--- config.mk ---
export PLATFORM = sky130hd
export DESIGN_NAME = two_replica_block_allocator
export DESIGN_NICKNAME = d
export VERILOG_FILES = /design/src/hw/rtl/tra_pkg.sv /design/src/hw/rtl/tra_ctrl.sv /design/src/hw/rtl/tra_datapath.sv /design/src/hw/rtl/two_replica_block_allocator.sv
export VERILOG_INCLUDE_DIRS = /design/src /design/src/hw/rtl
export SDC_FILE = /design/constraint.sdc
export NUM_CORES = 2
export LEC_CHECK = 0
export BUFFER_PORTS_ARGS = -buffer_cell sky130_fd_sc_hd__buf_2
export CAP_MARGIN = 40
export CORE_MARGIN = 4
export CORE_UTILIZATION = 25
export CTS_CLUSTER_DIAMETER = 40
export CTS_CLUSTER_SIZE = 40
export DETAILED_ROUTE_END_ITERATION = 7
export HOLD_SLACK_MARGIN = 0.05
export MAX_ROUTING_LAYER = met4
export SYNTH_ARGS = -nofsm -noshare
export SYNTH_HDL_FRONTEND = slang
export SYNTH_SLANG_ARGS = --single-unit
--- constraint.sdc ---
create_clock -name clk -period 14.4 [get_ports clk]
set_input_delay 1.44 -clock clk [delete_from_list [all_inputs] [get_ports clk]]
set_output_delay 1.44 -clock clk [all_outputs]
set_load 0.03 [all_outputs]
--- src/hw/rtl/two_replica_block_allocator_defines.svh ---
// Assertion helpers shared by the allocator RTL.
`ifndef TWO_REPLICA_BLOCK_ALLOCATOR_DEFINES_SVH
`define TWO_REPLICA_BLOCK_ALLOCATOR_DEFINES_SVH

// Implication checked in the same cycle.
`define TRA_ASSERT_SAME(lbl, clk, rst_n, ante, cons) \
    lbl: assert property (@(posedge clk) disable iff (!rst_n) (ante) |-> (cons)) \
        else $error("allocator check failed");

// Implication checked in the next cycle.
`define TRA_ASSERT_NEXT(lbl, clk, rst_n, ante, cons) \
    lbl: assert property (@(posedge clk) disable iff (!rst_n) (ante) |=> (cons)) \
        else $error("allocator check failed");

`endif

--- src/hw/rtl/tra_pkg.sv ---
// ----------------------------------------------------------------------------
// tra_pkg
// Types and codes shared by the two-replica block allocator modules.
// ----------------------------------------------------------------------------
`default_nettype none
package tra_pkg;

    localparam int WORD_BITS = 32;

    localparam logic [1:0] ST_DONE = 2'd0;
    localparam logic [1:0] ST_FULL = 2'd1;
    localparam logic [1:0] ST_BAD  = 2'd2;

    localparam logic [7:0] CFG_BLOCKS_PER_NODE = 8'd0;
    localparam logic [7:0] CFG_ACTIVE_MASK     = 8'd1;

    localparam logic [2:0] MEMOP_NONE = 3'd0;
    localparam logic [2:0] MEMOP_RD_A = 3'd1;
    localparam logic [2:0] MEMOP_WR_A = 3'd2;
    localparam logic [2:0] MEMOP_RD_B = 3'd3;
    localparam logic [2:0] MEMOP_WR_B = 3'd4;
    localparam logic [2:0] MEMOP_RD_R = 3'd5;
    localparam logic [2:0] MEMOP_WR_R = 3'd6;

    localparam logic [1:0] FIN_NONE  = 2'd0;
    localparam logic [1:0] FIN_FULL  = 2'd1;
    localparam logic [1:0] FIN_ALLOC = 2'd2;
    localparam logic [1:0] FIN_REL   = 2'd3;

    typedef struct packed {
        logic       load;
        logic       clr;
        logic       scan;
        logic [2:0] mem_op;
        logic [1:0] fin;
        logic       publish;
    } tra_cmd_t;

    typedef struct packed {
        logic clr_last;
        logic scan_last;
        logic have_two;
        logic out_free;
    } tra_stat_t;

endpackage
`default_nettype wire

--- src/hw/rtl/tra_ctrl.sv ---
// ----------------------------------------------------------------------------
// tra_ctrl
// Sequencer for clearing, scanning and committing bitmap updates.
// ----------------------------------------------------------------------------
`default_nettype none
module tra_ctrl
(
    input  wire logic                clk,
    input  wire logic                rst_n,
    input  wire logic                in_valid,
    input  wire logic                func,
    output logic                     in_stall,
    input  wire tra_pkg::tra_stat_t  stat,
    output tra_pkg::tra_cmd_t        cmd
);
    import tra_pkg::*;

    localparam logic [3:0] S_CLEAR = 4'd0;
    localparam logic [3:0] S_IDLE  = 4'd1;
    localparam logic [3:0] S_SCAN  = 4'd2;
    localparam logic [3:0] S_DRAIN = 4'd3;
    localparam logic [3:0] S_CHECK = 4'd4;
    localparam logic [3:0] S_RDA   = 4'd5;
    localparam logic [3:0] S_WRA   = 4'd6;
    localparam logic [3:0] S_RDB   = 4'd7;
    localparam logic [3:0] S_WRB   = 4'd8;
    localparam logic [3:0] S_RDR   = 4'd9;
    localparam logic [3:0] S_WRR   = 4'd10;
    localparam logic [3:0] S_FIN   = 4'd11;

    logic [3:0] state_reg;
    logic [3:0] state_next;

    assign in_stall = (state_reg != S_IDLE);

    always_comb
    begin
        state_next = state_reg;
        cmd        = '0;
        cmd.mem_op = MEMOP_NONE;
        cmd.fin    = FIN_NONE;
        case (state_reg)
            S_CLEAR:
            begin
                cmd.clr = 1'b1;
                if (stat.clr_last)
                    state_next = S_IDLE;
            end
            S_IDLE:
            begin
                if (in_valid)
                begin
                    cmd.load   = 1'b1;
                    state_next = func ? S_RDR : S_SCAN;
                end
            end
            S_SCAN:
            begin
                cmd.scan = 1'b1;
                if (stat.scan_last)
                    state_next = S_DRAIN;
            end
            S_DRAIN: state_next = S_CHECK;
            S_CHECK:
            begin
                if (stat.have_two)
                    state_next = S_RDA;
                else
                begin
                    cmd.fin    = FIN_FULL;
                    state_next = S_FIN;
                end
            end
            S_RDA:
            begin
                cmd.mem_op = MEMOP_RD_A;
                state_next = S_WRA;
            end
            S_WRA:
            begin
                cmd.mem_op = MEMOP_WR_A;
                state_next = S_RDB;
            end
            S_RDB:
            begin
                cmd.mem_op = MEMOP_RD_B;
                state_next = S_WRB;
            end
            S_WRB:
            begin
                cmd.mem_op = MEMOP_WR_B;
                cmd.fin    = FIN_ALLOC;
                state_next = S_FIN;
            end
            S_RDR:
            begin
                cmd.mem_op = MEMOP_RD_R;
                state_next = S_WRR;
            end
            S_WRR:
            begin
                cmd.mem_op = MEMOP_WR_R;
                cmd.fin    = FIN_REL;
                state_next = S_FIN;
            end
            S_FIN:
            begin
                if (stat.out_free)
                begin
                    cmd.publish = 1'b1;
                    state_next  = S_IDLE;
                end
            end
            default: state_next = S_IDLE;
        endcase
    end

    always_ff @(posedge clk or negedge rst_n)
    begin
        if (!rst_n)
            state_reg <= S_CLEAR;
        else
            state_reg <= state_next;
    end

endmodule
`default_nettype wire

--- src/hw/rtl/tra_datapath.sv ---
// ----------------------------------------------------------------------------
// tra_datapath
// Bitmap memory, configuration, scan accumulators and result registers.
// ----------------------------------------------------------------------------
`default_nettype none
module tra_datapath
#(
    parameter int NODES  = 8,
    parameter int BLOCKS = 256
)
(
    input  wire logic               clk,
    input  wire logic               rst_n,
    input  wire tra_pkg::tra_cmd_t  cmd,
    output tra_pkg::tra_stat_t      stat,
    input  wire logic               cfg_valid,
    input  wire logic [7:0]         cfg_index,
    input  wire logic [8:0]         cfg_data,
    input  wire logic               func,
    input  wire logic [15:0]        part_index,
    input  wire logic [20:0]        block_bytes,
    input  wire logic [2:0]         release_node,
    input  wire logic [7:0]         release_offset,
    output logic                    out_valid,
    input  wire logic               out_stall,
    output logic [1:0]              status,
    output logic [2:0]              first_node,
    output logic [7:0]              first_offset,
    output logic [2:0]              second_node,
    output logic [7:0]              second_offset,
    output logic [15:0]             part_number_out,
    output logic [20:0]             bytes_out
);
    import tra_pkg::*;

    localparam int WPN = (BLOCKS + WORD_BITS - 1) / WORD_BITS;
    localparam int NW  = NODES * WPN;
    localparam int AW  = (NW > 1) ? $clog2(NW) : 1;
    localparam int NB  = $clog2(NODES);
    localparam int WB  = (WPN > 1) ? $clog2(WPN) : 1;
    localparam int OB  = $clog2(BLOCKS);
    localparam int OFW = (OB > 5) ? OB : 5;
    localparam int FB  = $clog2(BLOCKS + 1);

    logic [31:0]    mem [NW];
    logic [31:0]    rd_data_reg;

    logic [8:0]     bpn_reg;
    logic [7:0]     mask_reg;
    logic [31:0]    lim32;
    logic [31:0]    mask32;

    logic [AW-1:0]  clr_addr_reg;
    logic [AW-1:0]  sc_addr_reg;
    logic [NB-1:0]  sc_node_reg;
    logic [WB-1:0]  sc_word_reg;
    logic           p_valid_reg;
    logic [NB-1:0]  p_node_reg;
    logic [WB-1:0]  p_word_reg;
    logic           p_lastw_reg;

    logic [FB-1:0]  acc_free_reg;
    logic           acc_found_reg;
    logic [OFW-1:0] acc_off_reg;

    logic           b1_valid_reg;
    logic [NB-1:0]  b1_node_reg;
    logic [FB-1:0]  b1_free_reg;
    logic [OFW-1:0] b1_off_reg;
    logic           b2_valid_reg;
    logic [NB-1:0]  b2_node_reg;
    logic [FB-1:0]  b2_free_reg;
    logic [OFW-1:0] b2_off_reg;

    logic [15:0]    part_reg;
    logic [20:0]    bytes_reg;
    logic [2:0]     rel_node_reg;
    logic [7:0]     rel_off_reg;
    logic [1:0]     stg_status_reg;
    logic [2:0]     stg_n1_reg;
    logic [7:0]     stg_o1_reg;
    logic [2:0]     stg_n2_reg;
    logic [7:0]     stg_o2_reg;
    logic           out_valid_reg;

    logic [31:0]    freebits;
    logic [5:0]     pop;
    logic [4:0]     first_j;
    logic           word_found;
    logic [FB-1:0]  tot_free;
    logic           tot_found;
    logic [OFW-1:0] tot_off;
    logic           node_act;

    logic [AW-1:0]  addr_a;
    logic [AW-1:0]  addr_b;
    logic [AW-1:0]  addr_r;
    logic           rel_ok;
    logic           mem_we;
    logic [AW-1:0]  mem_wa;
    logic [31:0]    mem_wd;
    logic [AW-1:0]  mem_ra;

    assign lim32  = (32'(bpn_reg) > BLOCKS) ? 32'(BLOCKS) : 32'(bpn_reg);
    assign mask32 = 32'(mask_reg);

    // Free bits of the word under scan that fall below the usable limit.
    always_comb
    begin
        for (int j = 0; j < WORD_BITS; j++)
            freebits[j] = ~rd_data_reg[j] && (((32'(p_word_reg) << 5) | 32'(j)) < lim32);
        pop        = 6'($countones(freebits));
        word_found = |freebits;
        first_j    = '0;
        for (int j = WORD_BITS - 1; j >= 0; j--)
            if (freebits[j])
                first_j = 5'(j);
    end

    always_comb
    begin
        logic [FB-1:0]  base_free;
        logic           base_found;
        base_free  = (p_word_reg == '0) ? '0 : acc_free_reg;
        base_found = (p_word_reg == '0) ? 1'b0 : acc_found_reg;
        tot_free   = base_free + FB'(pop);
        tot_found  = base_found || word_found;
        if (!base_found && word_found)
            tot_off = OFW'((32'(p_word_reg) << 5) | 32'(first_j));
        else
            tot_off = acc_off_reg;
        node_act = mask32[5'(p_node_reg)];
    end

    assign addr_a = AW'(32'(b1_node_reg) * WPN + (32'(b1_off_reg) >> 5));
    assign addr_b = AW'(32'(b2_node_reg) * WPN + (32'(b2_off_reg) >> 5));
    assign addr_r = AW'(32'(rel_node_reg) * WPN + (32'(rel_off_reg) >> 5));
    assign rel_ok = (32'(rel_node_reg) < NODES) && (32'(rel_off_reg) < lim32)
                    && rd_data_reg[rel_off_reg[4:0]];

    always_comb
    begin
        mem_we = 1'b0;
        mem_wa = clr_addr_reg;
        mem_wd = '0;
        mem_ra = sc_addr_reg;
        if (cmd.clr)
            mem_we = 1'b1;
        case (cmd.mem_op)
            MEMOP_RD_A: mem_ra = addr_a;
            MEMOP_WR_A:
            begin
                mem_we = 1'b1;
                mem_wa = addr_a;
                mem_wd = rd_data_reg | (32'd1 << b1_off_reg[4:0]);
            end
            MEMOP_RD_B: mem_ra = addr_b;
            MEMOP_WR_B:
            begin
                mem_we = 1'b1;
                mem_wa = addr_b;
                mem_wd = rd_data_reg | (32'd1 << b2_off_reg[4:0]);
            end
            MEMOP_RD_R: mem_ra = addr_r;
            MEMOP_WR_R:
            begin
                mem_we = rel_ok;
                mem_wa = addr_r;
                mem_wd = rd_data_reg & ~(32'd1 << rel_off_reg[4:0]);
            end
            default: ;
        endcase
    end

    always_ff @(posedge clk)
    begin
        if (mem_we)
            mem[mem_wa] <= mem_wd;
        rd_data_reg <= mem[mem_ra];
    end

    assign stat.clr_last  = (clr_addr_reg == AW'(NW - 1));
    assign stat.scan_last = (sc_addr_reg == AW'(NW - 1));
    assign stat.have_two  = b2_valid_reg;
    assign stat.out_free  = !out_valid_reg || !out_stall;

    always_ff @(posedge clk or negedge rst_n)
    begin
        if (!rst_n)
        begin
            bpn_reg       <= 9'd256;
            mask_reg      <= 8'd255;
            clr_addr_reg  <= '0;
            p_valid_reg   <= 1'b0;
            b1_valid_reg  <= 1'b0;
            b2_valid_reg  <= 1'b0;
            out_valid_reg <= 1'b0;
        end
        else
        begin
            if (cfg_valid && cfg_index == CFG_BLOCKS_PER_NODE)
                bpn_reg <= cfg_data;
            else if (cfg_valid && cfg_index == CFG_ACTIVE_MASK)
                mask_reg <= cfg_data[7:0];

            if (cmd.clr)
                clr_addr_reg <= clr_addr_reg + 1'b1;

            p_valid_reg <= cmd.scan;

            if (cmd.load)
            begin
                b1_valid_reg <= 1'b0;
                b2_valid_reg <= 1'b0;
            end
            else if (p_valid_reg && p_lastw_reg && node_act && tot_free != '0)
            begin
                // Ascending scan with >= keeps ties on the higher index.
                if (!b1_valid_reg || tot_free >= b1_free_reg)
                begin
                    b2_valid_reg <= b1_valid_reg;
                    b1_valid_reg <= 1'b1;
                end
                else
                    b2_valid_reg <= 1'b1;
            end

            if (cmd.publish)
                out_valid_reg <= 1'b1;
            else if (!out_stall)
                out_valid_reg <= 1'b0;
        end
    end

    always_ff @(posedge clk)
    begin
        if (cmd.load)
        begin
            sc_addr_reg  <= '0;
            sc_node_reg  <= '0;
            sc_word_reg  <= '0;
            part_reg     <= func ? 16'd0 : part_index;
            bytes_reg    <= func ? 21'd0 : block_bytes;
            rel_node_reg <= release_node;
            rel_off_reg  <= release_offset;
        end
        else if (cmd.scan)
        begin
            sc_addr_reg <= sc_addr_reg + 1'b1;
            if (sc_word_reg == WB'(WPN - 1))
            begin
                sc_word_reg <= '0;
                sc_node_reg <= sc_node_reg + 1'b1;
            end
            else
                sc_word_reg <= sc_word_reg + 1'b1;
        end
        p_node_reg  <= sc_node_reg;
        p_word_reg  <= sc_word_reg;
        p_lastw_reg <= (sc_word_reg == WB'(WPN - 1));

        if (p_valid_reg)
        begin
            acc_free_reg  <= tot_free;
            acc_found_reg <= tot_found;
            acc_off_reg   <= tot_off;
        end

        if (!cmd.load && p_valid_reg && p_lastw_reg && node_act && tot_free != '0)
        begin
            if (!b1_valid_reg || tot_free >= b1_free_reg)
            begin
                b2_node_reg <= b1_node_reg;
                b2_free_reg <= b1_free_reg;
                b2_off_reg  <= b1_off_reg;
                b1_node_reg <= p_node_reg;
                b1_free_reg <= tot_free;
                b1_off_reg  <= tot_off;
            end
            else if (!b2_valid_reg || tot_free >= b2_free_reg)
            begin
                b2_node_reg <= p_node_reg;
                b2_free_reg <= tot_free;
                b2_off_reg  <= tot_off;
            end
        end

        case (cmd.fin)
            FIN_FULL:
            begin
                stg_status_reg <= ST_FULL;
                stg_n1_reg     <= '0;
                stg_o1_reg     <= '0;
                stg_n2_reg     <= '0;
                stg_o2_reg     <= '0;
            end
            FIN_ALLOC:
            begin
                stg_status_reg <= ST_DONE;
                stg_n1_reg     <= 3'(b1_node_reg);
                stg_o1_reg     <= 8'(b1_off_reg);
                stg_n2_reg     <= 3'(b2_node_reg);
                stg_o2_reg     <= 8'(b2_off_reg);
            end
            FIN_REL:
            begin
                stg_status_reg <= rel_ok ? ST_DONE : ST_BAD;
                stg_n1_reg     <= '0;
                stg_o1_reg     <= '0;
                stg_n2_reg     <= '0;
                stg_o2_reg     <= '0;
            end
            default: ;
        endcase

        if (cmd.publish)
        begin
            status          <= stg_status_reg;
            first_node      <= stg_n1_reg;
            first_offset    <= stg_o1_reg;
            second_node     <= stg_n2_reg;
            second_offset   <= stg_o2_reg;
            part_number_out <= part_reg;
            bytes_out       <= bytes_reg;
        end
    end

    assign out_valid = out_valid_reg;

endmodule
`default_nettype wire

--- src/hw/rtl/two_replica_block_allocator.sv ---
// Allocate: a scan reads one 32-bit word per cycle over NODES*ceil(BLOCKS/32) words,
// then both picks are read and written back; a full report skips those two updates.
// Release: read, check and write back, result, idle.
// One transaction at a time; the result goes valid as the input stall drops.
// After reset the bitmap memory is cleared word by word with input stalled;
// configuration writes are taken throughout.
// ----------------------------------------------------------------------------
// two_replica_block_allocator
// Places two copies of a block on the two least loaded active nodes.
// ----------------------------------------------------------------------------
`default_nettype none
`include "two_replica_block_allocator_defines.svh"
module two_replica_block_allocator
#(
    parameter int NODES  = 8,
    parameter int BLOCKS = 256
)
(
    input  wire logic        clk,
    input  wire logic        rst_n,
    input  wire logic        cfg_valid,
    output logic             cfg_ready,
    input  wire logic [7:0]  cfg_index,
    input  wire logic [8:0]  cfg_data,
    input  wire logic        in_valid,
    output logic             in_stall,
    input  wire logic        func,
    input  wire logic [15:0] part_index,
    input  wire logic [20:0] block_bytes,
    input  wire logic [2:0]  release_node,
    input  wire logic [7:0]  release_offset,
    output logic             out_valid,
    input  wire logic        out_stall,
    output logic [1:0]       status,
    output logic [2:0]       first_node,
    output logic [7:0]       first_offset,
    output logic [2:0]       second_node,
    output logic [7:0]       second_offset,
    output logic [15:0]      part_number_out,
    output logic [20:0]      bytes_out
);
    import tra_pkg::*;

    tra_cmd_t  cmd;
    tra_stat_t stat;

    assign cfg_ready = 1'b1;

    tra_ctrl u_ctrl
    (
        .clk      (clk),
        .rst_n    (rst_n),
        .in_valid (in_valid),
        .func     (func),
        .in_stall (in_stall),
        .stat     (stat),
        .cmd      (cmd)
    );

    tra_datapath #(.NODES(NODES), .BLOCKS(BLOCKS)) u_dp
    (
        .clk             (clk),
        .rst_n           (rst_n),
        .cmd             (cmd),
        .stat            (stat),
        .cfg_valid       (cfg_valid),
        .cfg_index       (cfg_index),
        .cfg_data        (cfg_data),
        .func            (func),
        .part_index      (part_index),
        .block_bytes     (block_bytes),
        .release_node    (release_node),
        .release_offset  (release_offset),
        .out_valid       (out_valid),
        .out_stall       (out_stall),
        .status          (status),
        .first_node      (first_node),
        .first_offset    (first_offset),
        .second_node     (second_node),
        .second_offset   (second_offset),
        .part_number_out (part_number_out),
        .bytes_out       (bytes_out)
    );

    // An accepted transaction keeps the input side stalled while it runs.
    `TRA_ASSERT_NEXT(a_busy_after_accept, clk, rst_n, in_valid && !in_stall, in_stall)
    // A new result is only published into a free output register.
    `TRA_ASSERT_SAME(a_publish_free, clk, rst_n, cmd.publish, !out_valid || !out_stall)
    // A full report carries no placement.
    `TRA_ASSERT_SAME(a_full_no_place, clk, rst_n, out_valid && status == ST_FULL, first_node == 3'd0 && second_node == 3'd0)

endmodule
`default_nettype wire
Word-level counts from Yosys, hierarchy flattened --
Memories as Yosys holds them, arrays and structs flattened. A register that Yosys moved wholly into a read port is not among the register bits. Cells that the tools add are included. Widths: inputs -> output; s select.
Word-level totals: word-level logic and storage cells 344, register bits 241, bits in writable memories 2048, memories 1, input bits 71
Operators by class: shift-type cells 3, equality and inequality tests 30, reductions and logical operators 72, add/sub/neg operators 39, bitwise operators 38, order comparisons 38, mux-type cells 84
Memory list:
- u_dp.mem | words 64, bits a word 32, read ports 1, clocked after memory_dff 1, write ports 1, line tra_datapath.sv:45 | logic [31:0] mem [NW];
Operator list (number):
- $lt 8x32->1 | 33
- $mux 5 | 32
- $pmux 32 s3 | 1
- $shl 1x5->32 const A | 3
- $add 6x6->6 | 15
- $or 32x32->32 | 2
- $pmux 4 s11 | 1
- $logic_and 1x1->1 | 43
- $mux 9 | 4
- $pmux 6 s3 | 2
- $not 1->1 | 33
- $add 1x1->2 | 16
- $and 32x32->32 | 1
- $not 32->32 | 1
- $pmux 8 s2 | 2
- $reduce_or 32->1 | 1
- $mux 4 | 6
- $mux 8 | 3
- $mux 1 | 21
- $add 6x3->6 | 3
- $ge 9x9->1 | 2
- $pmux 3 s6 | 1
- $eq 4x3->1 const B | 4
- $eq 4x4->1 const B | 4
- other kinds (37) | 70

Longest topological paths before layout --
word-level depth 40, gate-level depth with buffers 41, depth with buffers taken out 37

By module --
A second synthesis with hierarchy kept.
Unflattened totals: cells, all modules 6722, area total of the unflattened synthesis 93953.9 um^2
By module, submodules not included:
- tra_datapath | area an instance 93499.7 um^2, cells an instance 6658, instances 1
- tra_ctrl | area an instance 442.9 um^2, cells an instance 62, instances 1
- two_replica_block_allocator | area an instance 11.3 um^2, cells an instance 2, instances 1

Worst setup path before layout --
Ideal clock, no wire load.
path kind register to register, from reg u_dp.bpn_reg[8], to reg u_dp.b2_free_reg[0] (enable), library setup time 434 ps, data required time 13966 ps, arrival 9987 ps, setup slack 3978 ps, stages on the path, launching flop included 38, buffers on the path 4, cell sequence dfstp_2 > clkbuf_1 > inv_1 > clkbuf_1 > nand2_1 > ha_1 > a211oi_2 > nor3_1 > clkbuf_1 > or3_1 > inv_1 > ha_1 > inv_1 > fa_1 > fa_1 > inv_1 > fa_1 > fa_1 > [... 2 more ...] > inv_1 > ha_1 > inv_1 > fa_1 > inv_1 > ha_1 > o21ai_0 > o21bai_1 > a21oi_1 > xnor2_1 > ha_1 > o211ai_1 > o21ai_0 > maj3_2 > maj3_2 > a211oi_4 > buf_6 > a311oi_1
Between the ends: longest elaborated chain between the ends 14, elaborated cells on any way between the ends 106
Ends and longest elaborated chain:
- start, declared | line tra_datapath.sv:48 | logic [8:0] bpn_reg;
- start signal, assigned | line tra_datapath.sv:202 | bpn_reg <= cfg_data;
- $gt 9x9->1 | line tra_datapath.sv:104 | assign lim32 = (32'(bpn_reg) > BLOCKS) ? 32'(BLOCKS) : 32'(bpn_reg);
- $mux 9 * | line tra_datapath.sv:104
- $lt 8x32->1 | line tra_datapath.sv:111 | freebits[j] = ~rd_data_reg[j] && (((32'(p_word_reg) << 5) | 32'(j)) < lim32);
- $logic_and 1x1->1 | line tra_datapath.sv:111
- $add 1x1->2 (not written as such) | line tra_datapath.sv:112 | pop = 6'($countones(freebits));
- $add 6x6->6 (not written as such) (3 in series) | line tra_datapath.sv:112
- $add 6x6->6 (not written as such) * | line tra_datapath.sv:112
- $add 9x6->9 * | line tra_datapath.sv:126 | tot_free = base_free + FB'(pop);
- named net u_dp.tot_free[5] | line tra_datapath.sv:90 | logic [FB-1:0] tot_free;
- $ge 9x9->1 (on tied branches) | line tra_datapath.sv:280, tra_datapath.sv:271
- $logic_or 1x1->1 (on tied branches) | line tra_datapath.sv:280, tra_datapath.sv:271
- $reduce_bool 2->1 (no source line)
- $reduce_and 2->1 (no source line) *
- end signal, assigned | line tra_datapath.sv:274 | b2_free_reg <= b1_free_reg;
- end signal, assigned | line tra_datapath.sv:283 | b2_free_reg <= tot_free;
- end, declared | line tra_datapath.sv:72 | logic [FB-1:0] b2_free_reg;
Mark *: on every way through the listed nets, which the timed path passes. The rest lies on a longest branch. A chain may end at the register's enable or synchronous reset.

Worst setup path in the final report --
from reg u_dp.bpn_reg[8], to reg u_dp.b2_off_reg[1] (enable)
Between the ends: longest elaborated chain between the ends 14, elaborated cells on any way between the ends 106
Ends and longest elaborated chain:
- $gt 9x9->1 | line tra_datapath.sv:104
- $mux 9 * | line tra_datapath.sv:104
- $lt 8x32->1 | line tra_datapath.sv:111
- $logic_and 1x1->1 | line tra_datapath.sv:111
- $add 1x1->2 (not written as such) | line tra_datapath.sv:112
- $add 6x6->6 (not written as such) (3 in series) | line tra_datapath.sv:112
- $add 6x6->6 (not written as such) * | line tra_datapath.sv:112
- $add 9x6->9 * | line tra_datapath.sv:126
- named net u_dp.tot_free[5] | line tra_datapath.sv:90
- $ge 9x9->1 (on tied branches) | line tra_datapath.sv:280, tra_datapath.sv:271
- $logic_or 1x1->1 (on tied branches) | line tra_datapath.sv:280, tra_datapath.sv:271
- $reduce_bool 2->1 (no source line)
- $reduce_and 2->1 (no source line) *
- end signal, assigned | line tra_datapath.sv:275 | b2_off_reg <= b1_off_reg;
- end signal, assigned | line tra_datapath.sv:284 | b2_off_reg <= tot_off;
- end, declared | line tra_datapath.sv:73 | logic [OFW-1:0] b2_off_reg;
Marks and branches as above.

==> impl_results.md <==
* Max FO, Critical Path at 23
* Initial core utilization at between 20 and 30%
* Initial antenna violation count at 13
* Overall Global Routing Usage at a little over an eighth
* Length of routed wiring on met1 at between 100 and 150 mm
* Leading cell type in the layout, fill and taps excluded: edfxtp_1
* Number of detailed-route iterations in the first pass at 7
* Max-Cap Viols at 0
* End point of the most critical hold path: u_dp.second_node[2]$_DFFE_PP_
* Synthesized netlist net count at 5486
* #FFs+latches synth at about 2300
* Io pins at about 140
* Library cell occupying the most area in the post-synthesis netlist: edfxtp_1
* Max Transition Viols Final at 0
* Number of vias after detailed routing at approximately 53000
* Element type at the critical path end: flop
* Synth Cell Area at 92700 um2
* Area added between synthesis and finish at 21.3%
* Sink count of the clock tree at 2321
* Synth unique cells at 81
* Count of input and output buffers at 133
* Clk_lat worst skew at 0.97 ns
* Highest Clock Rate at 0.0885 GHz
* Via count of the first global-routing pass at between 50000 and 60000
* Buffers from clock root to sink, at most at 4
* Largest net degree at the start of global routing at 160
* Synth Warn # at 0
* Number of clock buffers inserted by TritonCTS at 340
* Peak per-stage delay on the critical path at roughly 0.82 ns
* Largest cells by area after synthesis: edfxtp_1, mux4_2, a221o_1
* CTS tree: built
* Die boundary width at 617 um
* Worst path slowest cell: dfstp_2
* Routed via count divided by cell count at between 4 and 5
* Total met3 wirelength after detailed routing at roughly 21 mm
* Run status: finished clean
* Final RePlAce weighted congestion at approximately 0.86
* Synthesized instance count at 5310
* Commonest non-fill, non-tap cells in the layout: edfxtp_1, nand2_1, clkbuf_16
* Cell depth of the worst hold path at 0
* R2R setup slack at a little over 3 ns
* CTS Root Buffer Type: clkbuf_16
* Number of standard-cell rows in the floorplan at about 220
* Initial drt markers at 6248
* Syn Area/Cell at 17.4 um2
* Type of the most critical hold path: reg2reg
* Total routed wirelength at roughly 260 mm
* Unrepaired setup endpoints after global routing: false
* FF-to-FF Start: u_dp.bpn_reg[8]$_DFFE_PN1P_
* Wire length of the first global-routing pass at roughly 370 mm
* Per-cell routed wire length at around 24 um
* Hold Worst Slack at about 0.37 ns
* Total die area at about 380000 um2
* Top layer in use: met4
* Slew at the pin closest to its max-slew limit at 1.28 ns
* TNS Setup at 0 ns
* Nets@finish at just under 6000
* Destination of the worst register-to-register timing path: u_dp.b2_off_reg[1]$_DFFE_PP_
* Place WS at 3.07 ns
* Met2 WL at roughly 130 mm
* Startpoint types: flop
* Number of placed instances with taps included at slightly above 10000
* Final HPWL from detailed placement at 148 mm
* Area share of the largest cell type after synthesis at ~73%
* Startpoint of the worst hold path: u_dp.stg_n2_reg[2]$_SDFFCE_PP0P_
* Fill cells at around 36000
* Total of endpoints with negative setup slack in the final report at 0
* Global route overflow at 0
* Clock period minus worst slack at around 11 ns
* Crit Path Class: reg2reg
* Finished Layout Cells at 10900
* Portion of the clock cycle consumed by the worst path in the final layout at between 70% and 80%
* Gates resized, CTS repair at 0
* Die height at 617 um
* Worst-path clk slew at 0.06 ns
* Arrival time worst endpoint at 11.91 ns
* Count of flip-flops with a built-in enable after synthesis at between 2000 and 2500
* Sequential cell area fraction in the yosys report at between 70% and 80%
* Worst clock skew at 0.149 ns
* Routed Antenna Nets at 0
* Count of unresolved DRC violations after routing at 0
* CTS HTree Levels at 5
* Depth of the worst register-to-register path at 35
* Least setup slack across all paths after layout at 3.10 ns
* Placeable Area at 369000 um2
* Required arrival time at the worst endpoint at between 15 and 20 ns
* Synth async-reset ratio at between 1 and 1.5%
* Post-CTS setup buffer count at 0
* Final Hold Viols at 0
* Ratio of cells with drive above 1 in the final layout at a little under a quarter
* Number of buffers inserted for hold repair after clock tree synthesis at 0
* Relative slew margins at roughly 15%
* Largest register FFs at about 2000
* Post-synth top flop: edfxtp_1
-- cell usage after synthesis (all sizes together), types with 15 or more instances --
library cell  number
buf               97
a221o            201
a31oi            107
clkbuf           230
fa                27
a32o              64
a2111o            31
mux2              40
a22oi            136
mux2i            198
a21oi            361
nor2b             65
o221ai            32
ha                78
dfrtp             22
nand2            451
inv              120
o21ai             64
edfxtp          2239
dfxtp             51
and2              20
nor3              29
nand3             31
nand2b            15
nor2             123
mux4             268
-- through the flow --
| stage | util, % | instance area, um2 |
|---|---|---|
| after floorplan | - | 92700 |
| after global placement | 27.2 | 100000 |
| after detailed placement | 27.3 | 101000 |
| after CTS | 30.4 | 112000 |
| after global routing | 30.4 | 112000 |
| final | 30.4 | 112000 |
-- cell families after synthesis --
| kind of cell | count (synthesis) | synth area share (%) |
|---|---|---|
| fa+ha+maj | 108 | 1.67 |
| mux | 506 | 9.14 |
| buf+inv | 447 | 2.00 |
| flops | 2321 | 74.5 |
| xor+xnor | 21 | 0.199 |
| simple gates | 812 | 3.91 |
| other cells | 1 | 0.00405 |
| compound gates | 1094 | 8.56 |
-- how the worst max path moves through the flow --
stage	startpoint	to	slack, ns	cells after the start
floorplan	u_dp.bpn_reg[8]$_DFFE_PN1P_	u_dp.b2_free_reg[0]$_DFFE_PP_	3.98	37
global placement	u_dp.bpn_reg[8]$_DFFE_PN1P_	u_dp.b2_off_reg[0]$_DFFE_PP_	2.78	34
detailed placement	u_dp.bpn_reg[8]$_DFFE_PN1P_	u_dp.b2_off_reg[1]$_DFFE_PP_	3.07	35
CTS	u_dp.bpn_reg[8]$_DFFE_PN1P_	u_dp.b2_off_reg[1]$_DFFE_PP_	3.15	35
global route	u_dp.bpn_reg[8]$_DFFE_PN1P_	u_dp.b2_off_reg[1]$_DFFE_PP_	2.51	35
finish	u_dp.bpn_reg[8]$_DFFE_PN1P_	u_dp.b2_off_reg[1]$_DFFE_PP_	3.10	35
-- per-layer routing --
metal | global-route usage, % | vias up
li1 | - | 22300
met1 | 17.6 | 27700
met2 | 21.5 | 2328
met3 | 2.53 | 466
met4 | 4.43 | 0
met5 | - | -
-- critical path, delay by kind of cell (launching register included) --
kind            cells  cell delay [ns]
simple gates        2             0.31
flops               1             0.82
compound gates      9             2.69
xor+xnor            2             0.67
fa+ha+maj          13             5.12
buf+inv             9             1.46
-- area by class of cell --
type                       instances  area (um2)  share of cell area [%]
multi-input combinational       2542       22700                    20.2
antenna                            9        22.5                  0.0200
clock buffer                     363        8720                    7.76
timing repair buffer             339        2570                    2.29
sequential                      2321       69000                    61.4
clock inverter                   238        2730                    2.43
inverter                         120         450                   0.401
tap                             4950        6190                    5.51
Power is left out: the tool's default activity adds up to more than one toggle a clock period on the data nets, which glitch-free logic cannot reach.
